[src/rtl/fcfs_pkg.sv]
// Shared types and constants of the FCFS multi-server job scheduler.
// No dependencies; imported by every module of the block.
`default_nettype none

package fcfs_pkg;

  // Field widths fixed by the item formats.
  localparam int ID_W       = 7;
  localparam int OPND_W     = 7;
  localparam int TIME_W     = 14;
  localparam int SRV_W      = 3;
  localparam int NS_W       = 4;
  localparam int RESULT_CAP = 8;
  localparam int QUEUE_DEPTH = 2;

  // Stream data widths.
  localparam int IN_TDATA_W  = 24;
  localparam int OUT_TDATA_W = 32;

  // Bit positions inside out_tdata.
  localparam int OB_SRV_LSB  = 0;
  localparam int OB_BUSY     = 3;
  localparam int OB_ID_LSB   = 4;
  localparam int OB_LEFT_LSB = 11;
  localparam int OB_DROP     = 25;
  localparam int OB_DONE     = 26;
  localparam int OB_USED     = 27;

  // Operation and result kind codes.
  localparam logic OP_ARRIVAL = 1'b0;
  localparam logic OP_TICK    = 1'b1;
  localparam logic KIND_ACK   = 1'b0;
  localparam logic KIND_SLOT  = 1'b1;

  // Classified command passed from the front to the back.
  typedef struct packed {
    logic              op;
    logic [ID_W-1:0]   job_id;
    logic [TIME_W-1:0] svc_time;
  } cmd_t;

  // One job table entry.
  typedef struct packed {
    logic [ID_W-1:0]   id;
    logic [TIME_W-1:0] left;
  } entry_t;

  // One result item.
  typedef struct packed {
    logic              kind;
    logic [SRV_W-1:0]  server;
    logic              slot_busy;
    logic [ID_W-1:0]   served_id;
    logic [TIME_W-1:0] time_left;
    logic              dropped;
    logic              all_done;
    logic              last;
  } res_t;

endpackage

`default_nettype wire

[src/rtl/fcfs_front.sv]
// Front part: accepts input items, unpacks and classifies them and computes
// the service time of an arrival. Depends on fcfs_pkg.
`default_nettype none

module fcfs_front
  import fcfs_pkg::*;
(
  input  wire logic                  in_tvalid,
  output logic                       in_tready,
  input  wire logic [IN_TDATA_W-1:0] in_tdata,
  input  wire logic                  in_tuser,
  output logic                       push_valid,
  input  wire logic                  push_ready,
  output cmd_t                       push_cmd
);

  logic [OPND_W-1:0]   weight;
  logic [OPND_W-1:0]   amount;
  logic [2*OPND_W-1:0] prod;

  // Unpack the arrival fields.
  assign weight = in_tdata[ID_W +: OPND_W];
  assign amount = in_tdata[ID_W+OPND_W +: OPND_W];

  // Service time is weight times amount; it always fits the time field.
  assign prod = weight * amount;

  // An item is taken whenever the queue has room.
  assign in_tready  = push_ready;
  assign push_valid = in_tvalid;

  always_comb begin
    push_cmd.op       = in_tuser;
    push_cmd.job_id   = in_tdata[ID_W-1:0];
    push_cmd.svc_time = prod[TIME_W-1:0];
  end

endmodule

`default_nettype wire

[src/rtl/fcfs_queue.sv]
// Short command queue between the front and the back of the scheduler.
// Depends on fcfs_pkg for the command type and depth.
`default_nettype none

module fcfs_queue
  import fcfs_pkg::*;
(
  input  wire logic clk,
  input  wire logic rst_n,
  input  wire logic push_valid,
  output logic      push_ready,
  input  wire cmd_t push_cmd,
  output logic      pop_valid,
  input  wire logic pop_ready,
  output cmd_t      pop_cmd
);

  localparam int PTR_W = $clog2(QUEUE_DEPTH);
  localparam int CNT_W = $clog2(QUEUE_DEPTH + 1);

  cmd_t             slot_r [QUEUE_DEPTH];
  logic [PTR_W-1:0] wr_ptr_r;
  logic [PTR_W-1:0] rd_ptr_r;
  logic [CNT_W-1:0] cnt_r;
  logic             do_push;
  logic             do_pop;

  assign push_ready = (cnt_r != CNT_W'(QUEUE_DEPTH));
  assign pop_valid  = (cnt_r != '0);
  assign pop_cmd    = slot_r[rd_ptr_r];
  assign do_push    = push_valid && push_ready;
  assign do_pop     = pop_valid && pop_ready;

  // Storage slots.
  always_ff @(posedge clk) begin
    if (do_push) begin
      slot_r[wr_ptr_r] <= push_cmd;
    end
  end

  // Pointers and fill level.
  always_ff @(posedge clk) begin
    if (!rst_n) begin
      wr_ptr_r <= '0;
      rd_ptr_r <= '0;
      cnt_r    <= '0;
    end else begin
      if (do_push) begin
        wr_ptr_r <= (wr_ptr_r == PTR_W'(QUEUE_DEPTH - 1)) ? '0 : wr_ptr_r + 1'b1;
      end
      if (do_pop) begin
        rd_ptr_r <= (rd_ptr_r == PTR_W'(QUEUE_DEPTH - 1)) ? '0 : rd_ptr_r + 1'b1;
      end
      if (do_push && !do_pop) begin
        cnt_r <= cnt_r + 1'b1;
      end else if (do_pop && !do_push) begin
        cnt_r <= cnt_r - 1'b1;
      end
    end
  end

endmodule

`default_nettype wire

[src/rtl/fcfs_back.sv]
// Back part: owns the job table, carries out arrivals and ticks and drives
// the result register. Depends on fcfs_pkg.
`default_nettype none

module fcfs_back
  import fcfs_pkg::*;
#(
  parameter int MAX_JOBS    = 64,
  parameter int MAX_SERVERS = 8
) (
  input  wire logic            clk,
  input  wire logic            rst_n,
  input  wire logic            cmd_valid,
  output logic                 cmd_ready,
  input  wire cmd_t            cmd,
  input  wire logic [NS_W-1:0] num_servers,
  output logic                 res_valid,
  input  wire logic            res_ready,
  output res_t                 res
);

  localparam int IDX_W    = $clog2(MAX_JOBS);
  localparam int CNT_W    = $clog2(MAX_JOBS + 1);
  localparam int SLOT_CAP = (MAX_SERVERS < RESULT_CAP) ? MAX_SERVERS : RESULT_CAP;
  localparam int SLOT_W   = (SLOT_CAP > 1) ? $clog2(SLOT_CAP) : 1;

  typedef enum logic [2:0] {
    S_IDLE = 3'b001,
    S_SCAN = 3'b010,
    S_EMIT = 3'b100
  } state_t;

  state_t           state_r, state_nxt;
  logic [CNT_W-1:0] job_cnt_r, job_cnt_nxt;
  logic [CNT_W-1:0] busy_cnt_r, busy_cnt_nxt;
  logic [CNT_W-1:0] rd_ptr_r, rd_ptr_nxt;
  logic             rd_vld_r, rd_vld_nxt;
  logic [IDX_W-1:0] rd_idx_r, rd_idx_nxt;
  logic [NS_W-1:0]  served_r, served_nxt;
  logic [NS_W-1:0]  emit_r, emit_nxt;
  logic             out_vld_r, out_vld_nxt;
  res_t             out_res_r, out_res_nxt;

  entry_t           table_mem [MAX_JOBS];
  entry_t           rd_data_r;
  entry_t           slot_buf_r [SLOT_CAP];
  entry_t           slot_sel;

  logic             mem_we;
  logic [IDX_W-1:0] mem_widx;
  entry_t           mem_wdata;
  logic             mem_re;
  logic             buf_we;
  logic             issue;
  logic             out_free;
  logic [NS_W-1:0]  lim;

  // Servers per tick: zero acts as one, large values saturate.
  always_comb begin
    lim = num_servers;
    if (lim == '0) begin
      lim = NS_W'(1);
    end
    if (lim > NS_W'(SLOT_CAP)) begin
      lim = NS_W'(SLOT_CAP);
    end
  end

  assign out_free  = !out_vld_r || res_ready;
  assign res_valid = out_vld_r;
  assign res       = out_res_r;

  // Sequencer for arrivals, table scan and slot emission.
  always_comb begin
    state_nxt    = state_r;
    job_cnt_nxt  = job_cnt_r;
    busy_cnt_nxt = busy_cnt_r;
    rd_ptr_nxt   = rd_ptr_r;
    rd_vld_nxt   = rd_vld_r;
    rd_idx_nxt   = rd_idx_r;
    served_nxt   = served_r;
    emit_nxt     = emit_r;
    out_vld_nxt  = out_vld_r && !res_ready;
    out_res_nxt  = out_res_r;
    cmd_ready    = 1'b0;
    mem_we       = 1'b0;
    mem_widx     = '0;
    mem_wdata    = '0;
    mem_re       = 1'b0;
    buf_we       = 1'b0;
    issue        = 1'b0;
    slot_sel     = '0;

    unique case (state_r)
      S_IDLE: begin
        if (cmd_valid) begin
          if (cmd.op == OP_TICK) begin
            cmd_ready  = 1'b1;
            rd_ptr_nxt = '0;
            rd_vld_nxt = 1'b0;
            served_nxt = '0;
            state_nxt  = S_SCAN;
          end else if (out_free) begin
            // Arrival: append the job unless the table is full.
            cmd_ready             = 1'b1;
            out_res_nxt           = '0;
            out_res_nxt.kind      = KIND_ACK;
            out_res_nxt.served_id = cmd.job_id;
            out_res_nxt.last      = 1'b1;
            if (job_cnt_r == CNT_W'(MAX_JOBS)) begin
              out_res_nxt.dropped = 1'b1;
            end else begin
              mem_we                = 1'b1;
              mem_widx              = job_cnt_r[IDX_W-1:0];
              mem_wdata.id          = cmd.job_id;
              mem_wdata.left        = cmd.svc_time;
              job_cnt_nxt           = job_cnt_r + 1'b1;
              out_res_nxt.time_left = cmd.svc_time;
              if (cmd.svc_time != '0) begin
                busy_cnt_nxt = busy_cnt_r + 1'b1;
              end
            end
            out_res_nxt.all_done = (busy_cnt_nxt == '0);
            out_vld_nxt          = 1'b1;
          end
        end
      end

      S_SCAN: begin
        // Entry read last cycle: serve it if unfinished and a server is free.
        if (rd_vld_r && (rd_data_r.left != '0) && (served_r < lim)) begin
          buf_we         = 1'b1;
          served_nxt     = served_r + 1'b1;
          mem_we         = 1'b1;
          mem_widx       = rd_idx_r;
          mem_wdata.id   = rd_data_r.id;
          mem_wdata.left = rd_data_r.left - 1'b1;
          if (rd_data_r.left == TIME_W'(1)) begin
            busy_cnt_nxt = busy_cnt_r - 1'b1;
          end
        end
        // Read the next entry while servers remain.
        issue = (rd_ptr_r < job_cnt_r) && (served_nxt < lim);
        if (issue) begin
          mem_re     = 1'b1;
          rd_idx_nxt = rd_ptr_r[IDX_W-1:0];
          rd_ptr_nxt = rd_ptr_r + 1'b1;
        end
        rd_vld_nxt = issue;
        if (!rd_vld_r && !issue) begin
          emit_nxt  = '0;
          state_nxt = S_EMIT;
        end
      end

      S_EMIT: begin
        if (out_free) begin
          out_res_nxt        = '0;
          out_res_nxt.kind   = KIND_SLOT;
          out_res_nxt.server = emit_r[SRV_W-1:0];
          if (emit_r < served_r) begin
            slot_sel                = slot_buf_r[emit_r[SLOT_W-1:0]];
            out_res_nxt.slot_busy   = 1'b1;
            out_res_nxt.served_id   = slot_sel.id;
            out_res_nxt.time_left   = slot_sel.left;
          end
          out_res_nxt.all_done = (busy_cnt_r == '0);
          out_res_nxt.last     = (emit_r == lim - 1'b1);
          out_vld_nxt          = 1'b1;
          emit_nxt             = emit_r + 1'b1;
          if (emit_r == lim - 1'b1) begin
            state_nxt = S_IDLE;
          end
        end
      end

      default: begin
        state_nxt = S_IDLE;
      end
    endcase
  end

  // Job table: one write port, one registered read port.
  always_ff @(posedge clk) begin
    if (mem_we) begin
      table_mem[mem_widx] <= mem_wdata;
    end
    if (mem_re) begin
      rd_data_r <= table_mem[rd_ptr_r[IDX_W-1:0]];
    end
  end

  // Entries served during this tick, in server order.
  always_ff @(posedge clk) begin
    if (buf_we) begin
      slot_buf_r[served_r[SLOT_W-1:0]] <= rd_data_r;
    end
  end

  // Control state.
  always_ff @(posedge clk) begin
    if (!rst_n) begin
      state_r    <= S_IDLE;
      job_cnt_r  <= '0;
      busy_cnt_r <= '0;
      rd_vld_r   <= 1'b0;
      out_vld_r  <= 1'b0;
    end else begin
      state_r    <= state_nxt;
      job_cnt_r  <= job_cnt_nxt;
      busy_cnt_r <= busy_cnt_nxt;
      rd_vld_r   <= rd_vld_nxt;
      out_vld_r  <= out_vld_nxt;
    end
  end

  // Scan pointers, counters and the result payload.
  always_ff @(posedge clk) begin
    rd_ptr_r  <= rd_ptr_nxt;
    rd_idx_r  <= rd_idx_nxt;
    served_r  <= served_nxt;
    emit_r    <= emit_nxt;
    out_res_r <= out_res_nxt;
  end

endmodule

`default_nettype wire

[src/rtl/fcfs_multi_server_job_scheduler.sv]
// FCFS multi-server job scheduler, top level: configuration register,
// stream packing and the front, queue and back parts. Depends on fcfs_pkg.
//
// Jobs arrive on the input stream (tuser 0) and are appended to a table of
// MAX_JOBS entries; a tick (tuser 1) gives one unit of service to each of the
// first num_servers unfinished jobs in arrival order and reports one slot per
// server. An arrival is answered with one acknowledgement in the cycle after it
// leaves the command queue. A tick reads the job table through its single
// read port, one entry per cycle, from the start of the table until the
// servers are filled or the stored jobs are exhausted, and then outputs one
// slot per server, with servers counted as num_servers saturated to
// min(MAX_SERVERS, 8). The two-entry queue behind the input lets new items
// be taken while a tick is being worked. The table needs no clearing after
// reset: only entries below the job count are ever read. num_servers is
// written through cfg_we and resets to 1; the user must write it only while
// the block is idle, which the block itself does not enforce.
`default_nettype none

module fcfs_multi_server_job_scheduler
  import fcfs_pkg::*;
#(
  parameter int MAX_JOBS    = 64,
  parameter int MAX_SERVERS = 8
) (
  input  wire logic                   clk,
  input  wire logic                   rst_n,
  // Configuration: num_servers.
  input  wire logic                   cfg_we,
  input  wire logic [NS_W-1:0]        cfg_wdata,
  // Input items.
  input  wire logic                   in_tvalid,
  output logic                        in_tready,
  // in_tdata: job_id[6:0], weight[13:7], amount[20:14], zero [23:21].
  input  wire logic [IN_TDATA_W-1:0]  in_tdata,
  // in_tuser: op.
  input  wire logic                   in_tuser,
  // Result items.
  output logic                        out_tvalid,
  input  wire logic                   out_tready,
  // out_tdata: server[2:0], slot_busy[3], served_id[10:4],
  // time_left[24:11], dropped[25], all_done[26], zero [31:27].
  output logic [OUT_TDATA_W-1:0]      out_tdata,
  // out_tuser: kind.
  output logic                        out_tuser,
  output logic                        out_tlast
);

  logic [NS_W-1:0] ns_r;
  logic            push_valid;
  logic            push_ready;
  cmd_t            push_cmd;
  logic            pop_valid;
  logic            pop_ready;
  cmd_t            pop_cmd;
  res_t            res;

  // Server count register.
  always_ff @(posedge clk) begin
    if (!rst_n) begin
      ns_r <= NS_W'(1);
    end else if (cfg_we) begin
      ns_r <= cfg_wdata;
    end
  end

  fcfs_front u_front (
    .in_tvalid  (in_tvalid),
    .in_tready  (in_tready),
    .in_tdata   (in_tdata),
    .in_tuser   (in_tuser),
    .push_valid (push_valid),
    .push_ready (push_ready),
    .push_cmd   (push_cmd)
  );

  fcfs_queue u_queue (
    .clk        (clk),
    .rst_n      (rst_n),
    .push_valid (push_valid),
    .push_ready (push_ready),
    .push_cmd   (push_cmd),
    .pop_valid  (pop_valid),
    .pop_ready  (pop_ready),
    .pop_cmd    (pop_cmd)
  );

  fcfs_back #(
    .MAX_JOBS    (MAX_JOBS),
    .MAX_SERVERS (MAX_SERVERS)
  ) u_back (
    .clk         (clk),
    .rst_n       (rst_n),
    .cmd_valid   (pop_valid),
    .cmd_ready   (pop_ready),
    .cmd         (pop_cmd),
    .num_servers (ns_r),
    .res_valid   (out_tvalid),
    .res_ready   (out_tready),
    .res         (res)
  );

  // Pack the result item onto the output stream.
  always_comb begin
    out_tdata                             = '0;
    out_tdata[OB_SRV_LSB +: SRV_W]        = res.server;
    out_tdata[OB_BUSY]                    = res.slot_busy;
    out_tdata[OB_ID_LSB +: ID_W]          = res.served_id;
    out_tdata[OB_LEFT_LSB +: TIME_W]      = res.time_left;
    out_tdata[OB_DROP]                    = res.dropped;
    out_tdata[OB_DONE]                    = res.all_done;
  end

  assign out_tuser = res.kind;
  assign out_tlast = res.last;

endmodule

`default_nettype wire

[config.mk]
export PLATFORM = sky130hd
export DESIGN_NAME = fcfs_multi_server_job_scheduler
export DESIGN_NICKNAME = d
export VERILOG_FILES = /design/src/rtl/fcfs_pkg.sv /design/src/rtl/fcfs_front.sv /design/src/rtl/fcfs_queue.sv /design/src/rtl/fcfs_back.sv /design/src/rtl/fcfs_multi_server_job_scheduler.sv
export SDC_FILE = /design/constraint.sdc
export NUM_CORES = 2
export LEC_CHECK = 0
export BUFFER_PORTS_ARGS = -buffer_cell sky130_fd_sc_hd__buf_2
export CORE_MARGIN = 1.5
export CORE_UTILIZATION = 60
export CTS_CLUSTER_DIAMETER = 100
export DETAILED_ROUTE_END_ITERATION = 16
export PLACE_DENSITY = 0.76
export SYNTH_ARGS = -nofsm -noshare
export SYNTH_HDL_FRONTEND = slang
export SYNTH_HIERARCHICAL = 1
export SYNTH_SLANG_ARGS = --single-unit
export TNS_END_PERCENT = 100
[constraint.sdc]
create_clock -name clk -period 5.8 [get_ports clk]
set_input_delay 0.58 -clock clk [delete_from_list [all_inputs] [get_ports clk]]
set_output_delay 0.58 -clock clk [all_outputs]
set_load 0.05 [all_outputs]
==> impl_summary.log <==
INFO  metric timing_worst_slew_pin_value = between 1 and 1.5 ns
INFO  metric maxCapViolCount = 0
INFO  metric port-buffer-count = a little over 60
INFO  metric power.density = 409.0 mW/mm²
INFO  metric clkSinkCount = 1658
INFO  metric place.detailed.hpwl = 84.67 mm
INFO  metric fp.dieW = 335.7 µm
INFO  metric syn_area = 0.06640 mm²
INFO  metric final-hold-violation-count = 0
INFO  metric timing.final.setup_violations = 0
INFO  metric grt.total_usage = between 20 and 30%
INFO  metric worst_setup_path_end_kind = flip-flop
INFO  metric ratio_of_final_minimum_period_to_clock_period = 83.97%
INFO  metric crit_family = compound AO/OA/AOI/OAI gates
INFO  metric yosys.cell_types.count = 84
INFO  metric synth_flop_cell = sky130_fd_sc_hd__edfxtp_1
INFO  metric clock_tree.root_cell = sky130_fd_sc_hd__clkbuf_16
INFO  metric synth-warning-count = 6
INFO  metric vias_per_cell = 6.633
INFO  metric syn_to_final_growth = 11.59%
INFO  metric critical_path_peak_fanout = 27
INFO  metric ir_worst_vdd = 0.3519 mV
INFO  metric most-common-layout-cells = sky130_fd_sc_hd__edfxtp_1, sky130_fd_sc_hd__mux4_2, sky130_fd_sc_hd__clkbuf_16
INFO  metric clk_latency = about 0.77 ns
INFO  metric htreeDepth = 4
INFO  metric antenna_found_initial = 1
INFO  metric cts-buffers-inserted = 161
INFO  metric drt_pass1_iterations = 6
INFO  metric pin_count_of_the_biggest_net_entering_global_routing = 97
INFO  metric fin_skew = 0.02927 ns
INFO  metric drc = 0
INFO  metric synthCells = 3102
INFO  metric grt_pass1_wl = between 200 and 250 mm
INFO  metric antenna_violating_nets_post_route = 0
INFO  metric die_height = approximately 340 µm
INFO  metric placementRows = 121
INFO  metric fin_nets = 3407
INFO  metric min-delay-path-class = primary input to flip-flop
INFO  metric pin_count = 70
INFO  metric period_minus_slack = 4.870 ns
INFO  metric total_global_routing_overflow = 0
INFO  metric cts_tree = yes
INFO  metric post_cts_resize_count = 0
INFO  metric syn_avg_cell_area = 21.40 µm²
INFO  metric post_dp_cell_area = around 0.069 mm²
INFO  metric slew_headroom = between 10% and 20%
INFO  metric via_count = 32.46k
INFO  metric max_clock_freq = 205.3 MHz
INFO  metric async_flop_share = 0%
INFO  metric synth-edff-count = between 1.5k and 2k
INFO  metric finalWirelength = 155.6 mm
INFO  metric initial_utilization = around three fifths
INFO  metric timing.critical_path.slowest_stage_cell = sky130_fd_sc_hd__inv_1
INFO  metric rsz0062_at_grt = no
INFO  metric max-clock-path-buffers = 3
INFO  metric avgRoutedWirePerCell = roughly 32 µm
INFO  metric gp_routability_congestion = 0.8977
INFO  metric critPathMaxStageDelay = 0.84 ns
INFO  metric crit_type = flip-flop to flip-flop
INFO  metric required_worst_endpoint = between 6 and 7 ns
INFO  metric status = finished clean
INFO  metric dp_slack = about 1.1 ns
INFO  metric synth_top_area_cell = sky130_fd_sc_hd__edfxtp_1
INFO  metric layout_setup_ws = 0.9297 ns
INFO  metric setup.reg_to_reg.worst_slack = 0.93 ns
INFO  metric start_kind = flip-flop
INFO  metric post_synth_main_area_contributors = sky130_fd_sc_hd__edfxtp_1, sky130_fd_sc_hd__mux4_2, sky130_fd_sc_hd__ha_1
INFO  metric die_area = 0.1127 mm²
INFO  metric crit_arrival = ~5.2 ns
INFO  metric design_area = 0.07409 mm²
INFO  metric final_common_cell = sky130_fd_sc_hd__edfxtp_1
INFO  metric core_region_area = 0.1093 mm²
INFO  metric grt_pass1_vias = 33.55k
INFO  metric fin_setup_tns = 0 ns
INFO  metric synth.yosys.seq_area_share = between 70% and 80%
INFO  metric ys_ff_latch = 1658
INFO  metric fillers = 6655
INFO  metric crit_buf_inv = 2
INFO  metric path_clk_slew = 0.06 ns
INFO  metric final_max_slew_viol_count = 0
INFO  metric number_of_violations_reported_at_the_end_of_detailed_routing_iteration_0 = about 4k
INFO  metric yosysTopAreaCellShare = roughly three quarters
INFO  metric timing.critical_path.cells = inv_1 -> nand2_1 -> ha_1 -> o41ai_2 -> o211a_1 -> nand4_1 -> xnor2_1 -> ha_1 -> a22o_1 -> nor4_1 -> o21a_1 -> nand3_1 -> inv_1
INFO  metric power.static_leakage = ~0.024 µW
INFO  metric layout-drive-gt1-share = 29.01%
cells by family (layout without fill, tap and decap cells):
logic type               after synthesis  after routing  synth area share [%]
flip-flops                          1658           1658                 74.52
buffers and inverters                211            521                 1.530
XOR/XNOR                              48             48                0.6332
AND/OR/NAND/NOR                      394            394                 2.893
adder cells (fa/ha/maj)               84             84                 1.854
other                                  1              7              0.005648
AO/OA/AOI/OAI                        192            192                 2.071
multiplexers                         514            514                 16.50
tightest hold or removal path: stages:
cell,delay [ns]
sky130_fd_sc_hd__buf_2,0.11
sky130_fd_sc_hd__mux2i_1,0.07
sky130_fd_sc_hd__nand2_1,0.06
where the power goes:
group	switching [µW]	internal (µW)	total [µW]
Sequential	155	14400	14500
Clock	4300	5550	9850
Combinational	3810	2140	5950
path summary, 6_finish.rpt:
check	startpoint	cells after the start	to
min reg2reg	ns_r[0]	2	ns_r[0]
min	cfg_wdata[0]	3	ns_r[0]
max reg2reg	ns_r[3]	13	u_back/rd_data_r[9]
max	ns_r[3]	13	u_back/rd_data_r[9]
what timing repair did:
item / CTS / global route
hold buffers: 8 / 0
endpoints found under the hold margin: 16 / 0
buffers inserted: 0 / 0
registers in the layout, indices dropped and copies added (netlist names), named ones only:
| register | cells |
|---|---|
| ns_r | 4 |
| u_back/busy_cnt_r | 7 |
| u_back/emit_r | 4 |
| u_back/job_cnt_r | 7 |
| u_back/rd_data_r | 21 |
| u_back/rd_idx_r | 6 |
| u_back/rd_ptr_r | 7 |
| u_back/rd_vld_r | 1 |
| u_back/res | 29 |
| u_back/res_valid | 1 |
| u_back/served_r | 4 |
| u_back/slot_buf_r | 168 |
| u_back/state_r | 3 |
| u_back/table_mem | 1344 |
| u_queue/cnt_r | 2 |
| u_queue/rd_ptr_r | 1 |
| u_queue/slot_r | 44 |
| u_queue/wr_ptr_r | 1 |
layer usage:
metal	global-route usage, %	part of all wire, %	vias up
li1	-	-	13250
met1	36.12	36	17110
met2	47.55	51	1813
met3	5.804	9.0	288
met4	12.07	4.1	2
met5	0	0.0084	-
cell type report:
cell class / count / area, µm² / area share, %
Timing Repair Buffer: 182 / 1321 / 1.783
Clock buffer: 206 / 4293 / 5.794
Multi-Input combinational cell: 1237 / 16300 / 22.00
Antenna cell: 2 / 5.005 / 0.006755
Tap cell: 1476 / 1847 / 2.492
Inverter: 49 / 183.9 / 0.2482
Clock inverter: 84 / 661.9 / 0.8933
Sequential cell: 1658 / 49480 / 66.78
through the flow:
step                      std cells  hold WS (ns)  total power, µW  util, %
after detailed placement       4594        0.4896            20630    63.18
after CTS                      4892       0.03261            30430    67.78
after global routing           4892       0.07534            31200    67.78
after global placement         4594        0.4701            20400    63.18
final                          4894       0.08953            30310    67.79
after floorplan                3106        0.4307            18670        -
synth_stat cells (all sizes together), types with 3 or more instances:
| master | number |
|---|---|
| xor2 | 16 |
| ha | 60 |
| mux2i | 30 |
| o211a | 3 |
| or3 | 6 |
| and3 | 9 |
| nor2 | 102 |
| and2 | 42 |
| nand3 | 24 |
| edfxtp | 1627 |
| nor2b | 12 |
| nand3b | 4 |
| a211oi | 4 |
| a21o | 5 |
| dfxtp | 31 |
| nand2 | 129 |
| nand4 | 15 |
| buf | 80 |
| fa | 24 |
| nor3 | 11 |
| mux2 | 22 |
| a21boi | 6 |
| a22o | 10 |
| nor4 | 10 |
| inv | 47 |
| xnor2 | 32 |
| clkbuf | 82 |
| o32ai | 4 |
| o211ai | 3 |
| nor3b | 4 |
| a31oi | 6 |
| a21oi | 22 |
| o2111ai | 6 |
| nand4b | 3 |
| nand2b | 15 |
| a22oi | 45 |
| o21ai | 51 |
| mux4 | 462 |
(Power assumes the default switching activity.)
